File: src/rtl/scanline_triangle_span_generator_defines.svh
// assertion macros for the span generator
`ifndef SCANLINE_TRIANGLE_SPAN_GENERATOR_DEFINES_SVH
`define SCANLINE_TRIANGLE_SPAN_GENERATOR_DEFINES_SVH
`ifndef SYNTH
`define STSG_ASSERT(lbl, clk, rst, prop, msg) \
   lbl: assert property (@(posedge clk) disable iff (rst) prop) else $error(msg);
`define STSG_ASSERT_NORST(lbl, clk, prop, msg) \
   lbl: assert property (@(posedge clk) prop) else $error(msg);
`else
`define STSG_ASSERT(lbl, clk, rst, prop, msg)
`define STSG_ASSERT_NORST(lbl, clk, prop, msg)
`endif
`endif

File: src/rtl/stsg_pkg.sv
package stsg_pkg;

   localparam int COLOR_BITS = 32;

   // sequencer states
   typedef enum logic [9:0] {
      ST_IDLE     = 10'b0000000001,
      ST_SORT     = 10'b0000000010,
      ST_MUL      = 10'b0000000100,
      ST_DIV_GO   = 10'b0000001000,
      ST_DIV_WAIT = 10'b0000010000,
      ST_LOAD_TOP = 10'b0000100000,
      ST_EMIT_TOP = 10'b0001000000,
      ST_LOAD_BOT = 10'b0010000000,
      ST_EMIT_BOT = 10'b0100000000,
      ST_DRAIN    = 10'b1000000000
   } state_type;

   // divisions done per triangle, in order
   typedef enum logic [2:0] {
      JOB_SPLIT = 3'd0,
      JOB_TOP_A = 3'd1,
      JOB_TOP_B = 3'd2,
      JOB_BOT_A = 3'd3,
      JOB_BOT_B = 3'd4
   } job_type;

   // control from sequencer to span stepper
   typedef struct packed {
      logic load;
      logic step;
      logic step_up;
      logic last;
   } span_ctl_type;

endpackage

File: src/rtl/stsg_div.sv
module stsg_div #(
   parameter int NW = 22,
   parameter int DW = 6
) (
   input  logic          clock,
   input  logic          reset,
   input  logic          go,
   input  logic [NW-1:0] num,
   input  logic [DW-1:0] den,
   output logic          done,
   output logic [NW-1:0] quot,
   output logic          rem_nz
);

   localparam int CW = $clog2(NW + 1);

   logic [NW-1:0] quo_ff;
   logic [DW-1:0] rem_ff;
   logic [DW-1:0] den_ff;
   logic [CW-1:0] cnt_ff;
   logic          run_ff;
   logic          done_ff;

   logic [DW:0]   trial;
   logic [DW+1:0] diff;
   logic          ge;

   // one restoring step per cycle
   assign trial = {rem_ff, quo_ff[NW-1]};
   assign diff  = {1'b0, trial} - {2'b00, den_ff};
   assign ge    = !diff[DW+1];

   always_ff @(posedge clock) begin
      if (reset) begin
         run_ff  <= 1'b0;
         done_ff <= 1'b0;
      end else begin
         done_ff <= 1'b0;
         if (go) begin
            run_ff <= 1'b1;
         end else if (run_ff && cnt_ff == CW'(1)) begin
            run_ff  <= 1'b0;
            done_ff <= 1'b1;
         end
      end
   end

   // datapath
   always_ff @(posedge clock) begin
      if (go) begin
         quo_ff <= num;
         rem_ff <= '0;
         den_ff <= den;
         cnt_ff <= CW'(NW);
      end else if (run_ff) begin
         quo_ff <= {quo_ff[NW-2:0], ge};
         rem_ff <= ge ? diff[DW-1:0] : trial[DW-1:0];
         cnt_ff <= cnt_ff - CW'(1);
      end
   end

   assign done   = done_ff;
   assign quot   = quo_ff;
   assign rem_nz = |rem_ff;

endmodule

File: src/rtl/stsg_span.sv
module stsg_span import stsg_pkg::*; #(
   parameter int CB = 6,
   parameter int FB = 16
) (
   input  logic                        clock,
   input  logic                        reset,
   input  span_ctl_type                ctl,
   input  logic [CB-1:0]               x_init,
   input  logic [CB-1:0]               row,
   input  logic signed [CB+FB+1:0]     slope_a,
   input  logic signed [CB+FB+1:0]     slope_b,
   output logic                        strobe,
   output logic [CB-1:0]               span_row,
   output logic [CB-1:0]               span_start,
   output logic signed [CB:0]          span_length,
   output logic                        last_span
);

   localparam int AW = CB + FB + 2;
   localparam logic [AW-1:0] HALF = AW'(1) << (FB - 1);

   logic signed [AW-1:0] acc_a_ff, acc_b_ff;
   logic                 v1_ff, last1_ff;
   logic [CB-1:0]        row1_ff;
   logic                 strobe_ff, last_ff;
   logic [CB-1:0]        row_ff, start_ff;
   logic [CB:0]          len_ff;
   logic [CB:0]          rnd_a, rnd_b, len_in;

   // round half away from zero to an integer
   function automatic logic [CB:0] round_x(input logic signed [AW-1:0] v);
      logic [AW-1:0] neg_v;
      logic [AW-1:0] mag;
      logic [AW-1:0] sum;
      logic [CB:0]   r;
      neg_v = ~v + AW'(1);
      mag   = v[AW-1] ? neg_v : v;
      sum   = mag + HALF;
      r     = sum[FB +: CB+1];
      return v[AW-1] ? (~r + (CB+1)'(1)) : r;
   endfunction

   assign rnd_a  = round_x(acc_a_ff);
   assign rnd_b  = round_x(acc_b_ff);
   assign len_in = rnd_b - rnd_a;

   // control
   always_ff @(posedge clock) begin
      if (reset) begin
         v1_ff     <= 1'b0;
         strobe_ff <= 1'b0;
      end else begin
         v1_ff     <= ctl.step;
         strobe_ff <= v1_ff;
      end
   end

   // edge accumulators step, then round into the output register
   always_ff @(posedge clock) begin
      if (ctl.load) begin
         acc_a_ff <= signed'({2'b00, x_init, {FB{1'b0}}});
         acc_b_ff <= signed'({2'b00, x_init, {FB{1'b0}}});
      end else if (ctl.step) begin
         acc_a_ff <= ctl.step_up ? acc_a_ff - slope_a : acc_a_ff + slope_a;
         acc_b_ff <= ctl.step_up ? acc_b_ff - slope_b : acc_b_ff + slope_b;
      end
      row1_ff  <= row;
      last1_ff <= ctl.last;
      row_ff   <= row1_ff;
      last_ff  <= last1_ff;
      start_ff <= rnd_a[CB-1:0];
      len_ff   <= len_in;
   end

   assign strobe      = strobe_ff;
   assign span_row    = row_ff;
   assign span_start  = start_ff;
   assign span_length = signed'(len_ff);
   assign last_span   = last_ff;

endmodule

File: src/rtl/scanline_triangle_span_generator.sv
// channel   | ports                                   | transfer
// ----------+-----------------------------------------+----------------------------
// request   | req_vertex_*, req_fill_color            | start high while busy low
// response  | rsp_span_*, rsp_last_span               | rsp_strobe high, one cycle
//
// setup is sort, product, five divisions on one shared divider, and load.
// then one span per cycle, a load state between halves, a drain state before busy drops.
// a triangle with all rows equal gives no spans and ends after setup.
// reset is synchronous and clears the sequencer and all strobes.
// the receiver cannot stall; spans leave as they are made.
`include "scanline_triangle_span_generator_defines.svh"
module scanline_triangle_span_generator import stsg_pkg::*; #(
   parameter int COORD_BITS = 6,
   parameter int FRAC_BITS  = 16
) (
   input  logic                        clock,
   input  logic                        reset,
   input  logic                        start,
   output logic                        busy,
   input  logic [COORD_BITS-1:0]       req_vertex_a_x,
   input  logic [COORD_BITS-1:0]       req_vertex_a_y,
   input  logic [COORD_BITS-1:0]       req_vertex_b_x,
   input  logic [COORD_BITS-1:0]       req_vertex_b_y,
   input  logic [COORD_BITS-1:0]       req_vertex_c_x,
   input  logic [COORD_BITS-1:0]       req_vertex_c_y,
   input  logic [COLOR_BITS-1:0]       req_fill_color,
   output logic                        rsp_strobe,
   output logic [COORD_BITS-1:0]       rsp_span_row,
   output logic [COORD_BITS-1:0]       rsp_span_start,
   output logic signed [COORD_BITS:0]  rsp_span_length,
   output logic [COLOR_BITS-1:0]       rsp_span_color,
   output logic                        rsp_last_span
);

   localparam int CB = COORD_BITS;
   localparam int FB = FRAC_BITS;
   localparam int AW = CB + FB + 2;
   localparam int NW = CB + FB;

   state_type state_ff, state_in;
   job_type   job_ff, job_in;

   logic [CB-1:0] vx_ff [3];
   logic [CB-1:0] vy_ff [3];
   logic [CB-1:0] sx_ff [3];
   logic [CB-1:0] sy_ff [3];
   logic [CB-1:0] tx [3];
   logic [CB-1:0] ty [3];
   logic [COLOR_BITS-1:0] color_ff;

   logic signed [CB:0]      dyy, dxx;
   logic signed [2*CB+1:0]  prod_full;
   logic signed [2*CB:0]    prod_ff, prod_neg;
   logic [2*CB-1:0]         pmag;

   logic signed [CB:0] dx_s, dx_neg;
   logic [CB-1:0]      dy_u;
   logic [NW-1:0]      div_num;
   logic [CB-1:0]      div_den;
   logic               div_neg;
   logic               div_done, div_rem_nz;
   logic [NW-1:0]      div_quot;

   logic [AW-1:0]      qext, slope_val;
   logic [CB+1:0]      qs, qs_f, midx_w;

   logic signed [AW-1:0] slope_ta_ff, slope_tb_ff, slope_ba_ff, slope_bb_ff;
   logic [CB-1:0]        mid_x_ff, mid_y_ff, row_ff;
   logic                 top_any, bot_any;

   span_ctl_type  ctl;
   logic [CB-1:0] x_init;
   logic          span_strobe, span_last;

   function automatic logic after(input logic [CB-1:0] ax, input logic [CB-1:0] ay,
                                  input logic [CB-1:0] bx, input logic [CB-1:0] by);
      return (ay > by) || (ay == by && ax > bx);
   endfunction

   // three compare-swaps: sort by y then x
   always_comb begin
      logic [CB-1:0] hx, hy;
      hx = '0;
      hy = '0;
      for (int i = 0; i < 3; i++) begin
         tx[i] = vx_ff[i];
         ty[i] = vy_ff[i];
      end
      if (after(tx[0], ty[0], tx[1], ty[1])) begin
         hx = tx[0]; hy = ty[0];
         tx[0] = tx[1]; ty[0] = ty[1];
         tx[1] = hx; ty[1] = hy;
      end
      if (after(tx[0], ty[0], tx[2], ty[2])) begin
         hx = tx[0]; hy = ty[0];
         tx[0] = tx[2]; ty[0] = ty[2];
         tx[2] = hx; ty[2] = hy;
      end
      if (after(tx[1], ty[1], tx[2], ty[2])) begin
         hx = tx[1]; hy = ty[1];
         tx[1] = tx[2]; ty[1] = ty[2];
         tx[2] = hx; ty[2] = hy;
      end
   end

   // long edge product for the split point
   assign dyy       = signed'({1'b0, sy_ff[1]}) - signed'({1'b0, sy_ff[0]});
   assign dxx       = signed'({1'b0, sx_ff[2]}) - signed'({1'b0, sx_ff[0]});
   assign prod_full = dyy * dxx;
   assign prod_neg  = -prod_ff;
   assign pmag      = prod_ff[2*CB] ? prod_neg[2*CB-1:0] : prod_ff[2*CB-1:0];

   // divider operands per job
   always_comb begin
      dx_s = '0;
      dy_u = '0;
      unique case (job_ff)
         JOB_TOP_A: begin
            dx_s = signed'({1'b0, sx_ff[1]}) - signed'({1'b0, sx_ff[0]});
            dy_u = sy_ff[1] - sy_ff[0];
         end
         JOB_TOP_B: begin
            dx_s = signed'({1'b0, mid_x_ff}) - signed'({1'b0, sx_ff[0]});
            dy_u = mid_y_ff - sy_ff[0];
         end
         JOB_BOT_A: begin
            dx_s = signed'({1'b0, sx_ff[2]}) - signed'({1'b0, sx_ff[1]});
            dy_u = sy_ff[2] - sy_ff[1];
         end
         JOB_BOT_B: begin
            dx_s = signed'({1'b0, sx_ff[2]}) - signed'({1'b0, mid_x_ff});
            dy_u = sy_ff[2] - mid_y_ff;
         end
         default: begin
            dx_s = '0;
            dy_u = '0;
         end
      endcase
   end

   assign dx_neg = -dx_s;

   always_comb begin
      if (job_ff == JOB_SPLIT) begin
         div_num = NW'(pmag);
         div_den = sy_ff[2] - sy_ff[0];
         div_neg = prod_ff[2*CB];
      end else begin
         div_num = {(dx_s[CB] ? dx_neg[CB-1:0] : dx_s[CB-1:0]), {FB{1'b0}}};
         div_den = dy_u;
         div_neg = dx_s[CB];
      end
   end

   stsg_div #(.NW(NW), .DW(CB)) u_div (
      .clock  (clock),
      .reset  (reset),
      .go     (state_ff == ST_DIV_GO),
      .num    (div_num),
      .den    (div_den),
      .done   (div_done),
      .quot   (div_quot),
      .rem_nz (div_rem_nz)
   );

   // signed slope, zero for an empty edge
   assign qext      = {2'b00, div_quot};
   assign slope_val = (dy_u == '0) ? '0 : (div_neg ? (~qext + AW'(1)) : qext);

   // floored split x
   assign qs     = {2'b00, div_quot[CB-1:0]};
   assign qs_f   = div_neg ? (~qs + (CB+2)'(1) - (CB+2)'(div_rem_nz)) : qs;
   assign midx_w = qs_f + {2'b00, sx_ff[0]};

   assign top_any = (sy_ff[1] != sy_ff[0]);
   assign bot_any = (sy_ff[2] != mid_y_ff);

   // sequencer
   always_comb begin
      state_in = state_ff;
      job_in   = job_ff;
      ctl      = '0;
      x_init   = sx_ff[0];
      unique case (state_ff)
         ST_IDLE: begin
            if (start) state_in = ST_SORT;
         end
         ST_SORT: begin
            state_in = ST_MUL;
         end
         ST_MUL: begin
            job_in   = JOB_SPLIT;
            state_in = ST_DIV_GO;
         end
         ST_DIV_GO: begin
            state_in = ST_DIV_WAIT;
         end
         ST_DIV_WAIT: begin
            if (div_done) begin
               unique case (job_ff)
                  JOB_SPLIT: begin
                     job_in = JOB_TOP_A;
                     state_in = ST_DIV_GO;
                  end
                  JOB_TOP_A: begin
                     job_in = JOB_TOP_B;
                     state_in = ST_DIV_GO;
                  end
                  JOB_TOP_B: begin
                     job_in = JOB_BOT_A;
                     state_in = ST_DIV_GO;
                  end
                  JOB_BOT_A: begin
                     job_in = JOB_BOT_B;
                     state_in = ST_DIV_GO;
                  end
                  default: state_in = ST_LOAD_TOP;
               endcase
            end
         end
         ST_LOAD_TOP: begin
            ctl.load = top_any;
            state_in = top_any ? ST_EMIT_TOP : ST_LOAD_BOT;
         end
         ST_EMIT_TOP: begin
            ctl.step = 1'b1;
            ctl.last = (row_ff == sy_ff[1]) && !bot_any;
            if (row_ff == sy_ff[1]) state_in = ST_LOAD_BOT;
         end
         ST_LOAD_BOT: begin
            x_init   = sx_ff[2];
            ctl.load = bot_any;
            if (bot_any) state_in = ST_EMIT_BOT;
            else if (top_any) state_in = ST_DRAIN;
            else state_in = ST_IDLE;
         end
         ST_EMIT_BOT: begin
            x_init      = sx_ff[2];
            ctl.step    = 1'b1;
            ctl.step_up = 1'b1;
            ctl.last    = (row_ff == mid_y_ff + CB'(1));
            if (ctl.last) state_in = ST_DRAIN;
         end
         ST_DRAIN: begin
            if (span_strobe && span_last) state_in = ST_IDLE;
         end
         default: state_in = ST_IDLE;
      endcase
   end

   always_ff @(posedge clock) begin
      if (reset) begin
         state_ff <= ST_IDLE;
         job_ff   <= JOB_SPLIT;
      end else begin
         state_ff <= state_in;
         job_ff   <= job_in;
      end
   end

   // triangle registers
   always_ff @(posedge clock) begin
      if (state_ff == ST_IDLE && start) begin
         vx_ff[0] <= req_vertex_a_x;
         vy_ff[0] <= req_vertex_a_y;
         vx_ff[1] <= req_vertex_b_x;
         vy_ff[1] <= req_vertex_b_y;
         vx_ff[2] <= req_vertex_c_x;
         vy_ff[2] <= req_vertex_c_y;
         color_ff <= req_fill_color;
      end
      if (state_ff == ST_SORT) begin
         for (int i = 0; i < 3; i++) begin
            sx_ff[i] <= tx[i];
            sy_ff[i] <= ty[i];
         end
      end
      if (state_ff == ST_MUL) prod_ff <= prod_full[2*CB:0];
      if (state_ff == ST_DIV_WAIT && div_done) begin
         case (job_ff)
            JOB_SPLIT: begin
               if (sy_ff[1] == sy_ff[2]) begin
                  mid_x_ff <= sx_ff[2];
                  mid_y_ff <= sy_ff[2];
               end else if (sy_ff[0] == sy_ff[1]) begin
                  mid_x_ff <= sx_ff[0];
                  mid_y_ff <= sy_ff[0];
               end else begin
                  mid_x_ff <= midx_w[CB-1:0];
                  mid_y_ff <= sy_ff[1];
               end
            end
            JOB_TOP_A: slope_ta_ff <= signed'(slope_val);
            JOB_TOP_B: slope_tb_ff <= signed'(slope_val);
            JOB_BOT_A: slope_ba_ff <= signed'(slope_val);
            default:   slope_bb_ff <= signed'(slope_val);
         endcase
      end
      // row walk
      if (state_ff == ST_LOAD_TOP) row_ff <= sy_ff[0] + CB'(1);
      else if (state_ff == ST_EMIT_TOP) row_ff <= row_ff + CB'(1);
      else if (state_ff == ST_LOAD_BOT) row_ff <= sy_ff[2];
      else if (state_ff == ST_EMIT_BOT) row_ff <= row_ff - CB'(1);
   end

   stsg_span #(.CB(CB), .FB(FB)) u_span (
      .clock       (clock),
      .reset       (reset),
      .ctl         (ctl),
      .x_init      (x_init),
      .row         (row_ff),
      .slope_a     (state_ff == ST_EMIT_BOT ? slope_ba_ff : slope_ta_ff),
      .slope_b     (state_ff == ST_EMIT_BOT ? slope_bb_ff : slope_tb_ff),
      .strobe      (span_strobe),
      .span_row    (rsp_span_row),
      .span_start  (rsp_span_start),
      .span_length (rsp_span_length),
      .last_span   (span_last)
   );

   assign busy           = (state_ff != ST_IDLE);
   assign rsp_strobe     = span_strobe;
   assign rsp_last_span  = span_last;
   assign rsp_span_color = color_ff;

   `STSG_ASSERT(a_idle_quiet, clock, reset, !busy |-> !rsp_strobe, "span while idle")
   `STSG_ASSERT(a_accept_busy, clock, reset, (start && !busy) |=> busy, "transfer not followed by busy")
   `STSG_ASSERT_NORST(a_last_alone, clock, (!reset && rsp_strobe && rsp_last_span) |=> !rsp_strobe, "span after last span")

endmodule
File: config.mk
export PLATFORM = sky130hd
export DESIGN_NAME = scanline_triangle_span_generator
export DESIGN_NICKNAME = d
export VERILOG_FILES = /design/src/rtl/stsg_pkg.sv /design/src/rtl/stsg_div.sv /design/src/rtl/stsg_span.sv /design/src/rtl/scanline_triangle_span_generator.sv
export VERILOG_INCLUDE_DIRS = /design/src /design/src/rtl
export SDC_FILE = /design/constraint.sdc
export NUM_CORES = 1
export LEC_CHECK = 0
export BUFFER_PORTS_ARGS = -buffer_cell sky130_fd_sc_hd__buf_4
export CORE_MARGIN = 1
export CORE_UTILIZATION = 40
export CTS_CLUSTER_DIAMETER = 80
export DETAILED_ROUTE_END_ITERATION = 8
export PLACE_DENSITY = 0.67
export SLEW_MARGIN = 15
export SYNTH_ARGS = -nofsm -noshare
export SYNTH_HDL_FRONTEND = slang
export SYNTH_SLANG_ARGS = --single-unit
export TNS_END_PERCENT = 1
File: constraint.sdc
create_clock -name clock -period 19.47 [get_ports clock]
set_input_delay 3.894 -clock clock [delete_from_list [all_inputs] [get_ports clock]]
set_output_delay 3.894 -clock clock [all_outputs]
set_load 0.05 [all_outputs]
==> results of run 1 <==
==> area by class of cell <==
class	instances	share of cell area
repair buffers	145	0.0400
inverters	192	0.0265
multi-input cells	1800	0.481
clock buffers	49	0.0399
clock inverters	25	0.0113
well taps	773	0.0356
flip-flops and latches	362	0.366
==> path summary, 6_finish.rpt <==
check,start,endpoint,slack (ns)
max,vx_ff[0][1],sx_ff[0][15],12.56
min,u_span.row1_ff[1],u_span.span_row[1],0.32
max reg2reg,vx_ff[0][1],sx_ff[0][15],12.56
min reg2reg,u_span.row1_ff[1],u_span.span_row[1],0.32
==> cells in the mapped netlist (13+ instances only) <==
cell type	n	area share
nand3_1	54	0.011
mux2_2	35	0.016
xor2_1	101	0.037
nor3_1	49	0.010
fa_1	49	0.041
nor2_1	209	0.033
nand4_1	16	0.0042
o22ai_1	21	0.0055
nand2_1	209	0.033
mux2i_1	66	0.028
dfxtp_1	91	0.076
xnor2_1	133	0.049
a211oi_1	16	0.0050
a21o_1	47	0.015
o21a_1	15	0.0047
inv_1	190	0.030
and3_1	13	0.0034
nand2b_1	30	0.0078
edfxtp_1	271	0.34
clkbuf_1	54	0.0084
or3_1	18	0.0047
a21oi_1	159	0.033
ha_1	194	0.10
a31oi_1	18	0.0047
nor4_1	23	0.0060
o31ai_1	13	0.0041
o21ai_0	137	0.029
and2_1	18	0.0047
nor2b_1	35	0.0091
==> per-stage QoR <==
step / setup WS (ns) / hold slack (ns)
after global placement: 12.71 / 0.311
after global routing: 12.05 / 0.336
after floorplan: 12.22 / 0.310
after CTS: 12.46 / 0.314
after detailed placement: 12.48 / 0.312
final: 12.56 / 0.320
==> logic make-up after synthesis <==
logic type               Yosys count
buffers and inverters            266
XOR/XNOR                         234
AO/OA/AOI/OAI                    499
flip-flops                       362
adder cells (fa/ha/maj)          243
multiplexers                     101
AND/OR/NAND/NOR                  723
==> flip-flops by register name, indices dropped and copies added, names as in the netlist, 22 cells and up <==
| signal | count |
|---|---|
| rsp_span_color | 32 |
| u_span.acc_a_ff | 24 |
| u_div.quot | 22 |
| u_span.acc_b_ff | 24 |
| slope_ta_ff | 24 |
| slope_tb_ff | 24 |
| slope_ba_ff | 24 |
| slope_bb_ff | 24 |
==> cell usage in the layout, fill, tap and decap left out, types with 46 or more instances in the layout <==
| master | n |
|---|---|
| o21ai_0 | 137 |
| buf_4 | 145 |
| dfxtp_1 | 91 |
| nor2_1 | 205 |
| xnor2_1 | 133 |
| mux2i_1 | 66 |
| edfxtp_1 | 271 |
| nor3_1 | 46 |
| nand2_1 | 209 |
| inv_1 | 190 |
| xor2_1 | 101 |
| a21oi_1 | 159 |
| ha_1 | 194 |
| fa_1 | 49 |
| a21o_1 | 47 |
| nand3_1 | 54 |
==> per-layer routing <==
layer / part of all wire / GRT usage / vias to the layer above / routed length, um
met5: 0.00023 / 0 / - / 13
met4: 0.035 / 0.0735 / 2 / 1970
met3: 0.053 / 0.0303 / 120 / 2990
met2: 0.48 / 0.322 / 475 / 27300
met1: 0.43 / 0.228 / 8495 / 24100
li1: - / - / 8835 / -
==> where the power goes <==
group          switching (W)  internal, W
combinational       0.000659     0.000513
clock               0.000323     0.000480
sequential         0.0000222     0.000929
==> critical path: stages, from the launching register on <==
cell and delay, ns:
edfxtp_1 0.41, ha_1 0.33, nor2b_1 0.15, o21a_1 0.17, o21a_1 0.16, o21a_1 0.16
o21a_1 0.16, o22ai_1 0.16, a32o_1 0.18, buf_4 0.31, mux2_2 0.41, ha_1 0.29
a21oi_1 0.15, nor2b_1 0.06, o21ai_0 0.16, a21oi_1 0.15, o31ai_4 0.54, buf_4 0.35
nand2_1 0.07, o21ai_0 0.15, ha_1 0.32, a21o_1 0.16, a21oi_1 0.15, nor2b_1 0.06
o32ai_1 0.32, a22o_1 0.57, buf_4 0.35, mux2i_1 0.24
==> reports/metrics.yaml, run 1 <==
logic_synthesis:
  synth-xor-area-share: 0.0854
  synth_edf_count: 271
  synth_ff_type: "edfxtp_1"
  synth_top_family_by_area: "simple AND/OR/NAND/NOR gates"
  muxShareOfSynthArea: 0.0440
  async_flop_share: 0
  synth_compound_area_frac: 0.127
  synth_nets: 2742
  synth-seq-area-share: 0.415
  synth-seq-cells: 362
  netlist_instances: 2428
  yosys.area_share.adder: 0.142
  ys_types: 83
  ys_warn_count: 0
  netlist_area_mm2: 0.0240
  avgSynthCellArea_um2: 9.88
  synthSimpleGateAreaFrac: 0.144
sta:
  fmax_mhz: 145
  clock_skew_ns: 0.0224
  setup_viol: 0
  worstMarginPinSlew_ns: 0.992
  final_max_slew_viol_count: 0
  rsz0062_at_grt: "false"
  final.setup.tns_ns: 0
  relSlewSlack: 0.336
  fin_crit_ns: 6.91
  min_period_over_period: 0.355
  report.final.hold_viol_count: 0
layout:
  fin_util: 0.460
  fillCellCount: 5402
  area_growth_pct: 13.4
  antenna_cells: 0
  nNetsFinal: 2856
  multi_input_area_mm2: 0.0131
  drive_above_1_share: 0.106
  regArea_mm2: 0.00996
  final_cells: 3346
  finalInstanceArea_mm2: 0.0272
power_and_ir_drop:
  p_total_w: 0.00293
  power.density_mw_per_mm2: 108
  ir_drop_uv: 211
  leakagePower_nw: 11.3
critical_path:
  worstPathMaxFanout: 26
  required_ns: 19.87
  endpoint_kind: "flop"
  r2r_cells: 27
  crit_arrival_ns: 7.31
  path_class: "flop to flop"
  startpoint_type: "flop"
floorplanning:
  dieHeight_um: 247
  start_util: 0.406
  die-area_mm2: 0.0610
  core-area_mm2: 0.0591
  die_w_um: 247
  pin_count: 125
  rows: 89
global_route:
  grt_start_max_net_pins: 69
  grt_overflow: 0
  grt_pass1_vias: 17900
  grtUsageTotal: 0.186
  antenna_found_initial: 1
  grt_pass1_wl_um: 90800
min_path:
  worst_hold_path_type: "flop to flop"
  holdPathStages: 0
job:
  maxCapViolCount: 0
cts:
  cts_resized: 0
  cts_max_level: 2
  cts_buffers: 41
  cts_root_buf: "clkbuf_16"
  cts_max_path_buffers: 3
  clkTransAtPathRegs_ns: 0.06
  cts_tree: "yes"
  clk_latency_ns: 0.58
  cts_sinks: 362
  post-cts-setup-buffers: 0
  postCtsHoldBufs: 0
detailed_routing:
  wire_per_inst_um: 16.8
  drt_iter0_drc: 1094
  wl_um: 56400
  via_per_inst: 5.36
  vias: 17900
  drc_errors: 8
  drtAntennaViolNets: 0
  firstDrtPassIters: 7
run_status:
  violations: "design-rule violations"
  status: "finished, violations left"
place:
  port_buffers: 124
  routabilityCongestion: 0.893
  dpl.hpwl_um: 43600
  placed_area_mm2: 0.0258
  dp_cells: 3272
(Power assumes the default switching activity.)
==> inputs of run 2 (changes only) <==
==> constraint.sdc (replaced) <==
create_clock -name clock -period 6.58 [get_ports clock]
set_input_delay 1.316 -clock clock [delete_from_list [all_inputs] [get_ports clock]]
set_output_delay 1.316 -clock clock [all_outputs]
set_load 0.05 [all_outputs]
==> run 2 against run 1 <==
Net effect:
- the flow still finishes with violations (design-rule violations)
- combinational power grew to 3.0 times the previous value
- global-route usage increased by 0.33 points
- clock power rose to 3.0 times the previous value
- sequential power rose to 3.0 times the previous value
- non-clock buffer count grew 15
- register-to-register slack worse by 12 ns
- setup slack worse by 12 ns
- clock-buffer cell count is 4 higher
- first-iteration DRC count is 2.5% lower
- sequential share of layout area shrank 0.21 points
==> reports/metrics.yaml, run 2 (synthesized netlist as in run 1, its figures left out) <==
floorplanning:
  dieHeight_um: 247
  pin_count: 125
  core-area_mm2: 0.0591
  rows: 89
  start_util: 0.406
  die_w_um: 247
  die-area_mm2: 0.0610
layout:
  finalInstanceArea_mm2: 0.0274
  drive_above_1_share: 0.114
  area_growth_pct: 14.0
  final_common_cell: "edfxtp_1"
  final_cell_mix: "edfxtp_1, nand2_1, nor2_1, ha_1, inv_1"
  largest_reg_flops: 32
  antenna_cells: 0
  nNetsFinal: 2871
critical_path:
  worstPathMaxFanout: 5
  slowest_stage: "fa_1"
  worstReg2RegStart: "sx_ff[0][12]"
  rrSetupSlack_ns: 0.47
  endpoint_kind: "flop"
  critical-path-top-delay-family: "adder cells"
  startpoint_type: "flop"
  critPathMaxStageDelay_ns: 0.55
  path_class: "flop to flop"
  r2r-end: "prod_ff[12]"
  crit_arrival_ns: 6.41
  r2r_cells: 27
  cp_num_buf_inv: 7
  crit_top_cell: "inv_1"
  required_ns: 6.88
sta:
  relSlewSlack: 0.330
  final.setup.tns_ns: 0
  fin_crit_ns: 6.11
  hold_ws_ns: 0.309
  report.final.hold_viol_count: 0
  rsz0062_at_grt: "false"
  clock_skew_ns: 0.0244
  final_max_slew_viol_count: 0
  fmax_mhz: 164
  min_period_over_period: 0.929
  worst_slack_ns: 0.470
  setup_viol: 0
  worstMarginPinSlew_ns: 1.00
power_and_ir_drop:
  ir_drop_uv: 425
  seqPwrFrac: 0.323
  power.share.switching: 0.341
  p_int_w: 0.00573
  power_switching_w: 0.00297
  p_comb_frac: 0.403
  power.density_mw_per_mm2: 318
  p_total_w: 0.00871
  leakagePower_nw: 11.4
  clkPwrFrac: 0.274
cts:
  cts_max_path_buffers: 3
  cts_max_level: 2
  clk_latency_ns: 0.58
  cts_root_buf: "clkbuf_16"
  cts_sinks: 362
  postCtsHoldBufs: 0
  cts_tree: "yes"
  clkTransAtPathRegs_ns: 0.06
  cts_buffers: 41
detailed_routing:
  wire_per_inst_um: 17.2
  drtAntennaViolNets: 0
  via_per_inst: 5.39
  drc_errors: 8
  wl_um: 57900
  drt_iter0_drc: 1067
  firstDrtPassIters: 7
  vias: 18100
run_status:
  status: "finished, violations left"
  violations: "design-rule violations"
job:
  maxCapViolCount: 0
min_path:
  holdPathStages: 0
  hp-start: "u_span.row1_ff[4]"
  worst_hold_path_type: "flop to flop"
  hold_end: "u_span.span_row[4]"
global_route:
  grt_pass1_vias: 18100
  antenna_found_initial: 0
  grt_pass1_wl_um: 92700
  grt_start_max_net_pins: 69
  grtUsageTotal: 0.189
  grt_overflow: 0
place:
  port_buffers: 124
  placed_area_mm2: 0.0259
  pre_cts_ws_ns: 0.238
  dpl.hpwl_um: 45000
  routabilityCongestion: 0.907
run 2: per-layer routing:
layer,vias up,global-route usage,share of wire
li1,8861,-,-
met1,8686,0.232,0.42
met2,496,0.340,0.50
met3,93,0.0273,0.051
met4,0,0.0568,0.024
met5,-,0,0
run 2: final cells by class:
class                           instances  area, um^2
Clock buffer                           53        1140
Clock inverter                         22         272
Fill cell                            5412       31800
Inverter                              192         721
Multi-Input combinational cell       1800       13100
Sequential cell                       362        9960
Tap cell                              773         967
Timing Repair Buffer                  160        1220
run 2: repair_timing:
item / 4_1_cts / 5_1_grt
endpoints found under the setup margin: 0 / 25
resized for setup: 0 / 4
setup buffers: 0 / 5
run 2: how the worst max path moves through the flow:
stage / from / end / slack (ns) / cells past startpoint
final: sx_ff[0][12] / prod_ff[12] / 0.47 / 27
after global routing: sx_ff[0][12] / prod_ff[12] / 0.06 / 27
after CTS: vx_ff[0][1] / sx_ff[0][16] / 0.25 / 24
after detailed placement: vx_ff[0][1] / sx_ff[0][16] / 0.24 / 24
after global placement: vx_ff[0][1] / sx_ff[0][13] / 0.49 / 23
after floorplan: vx_ff[0][1] / sx_ff[0][10] / 0.34 / 28
run 2: power by group through the flow:
stage | clock network (W) | logic (W) | registers [W]
3_3_place_gp | 0 | 0.00336 | 0.00286
4_1_cts | 0.00244 | 0.00353 | 0.00281
5_1_grt | 0.00252 | 0.00396 | 0.00282
2_1_floorplan | 0 | 0.00261 | 0.00292
6_report | 0.00238 | 0.00351 | 0.00281
3_5_place_dp | 0 | 0.00351 | 0.00286
run 2: through the flow:
step	util	cells
2_1_floorplan	-	2428
3_3_place_gp	0.437	3280
3_5_place_dp	0.437	3280
4_1_cts	0.461	3355
5_1_grt	0.463	3362
6_report	0.463	3362
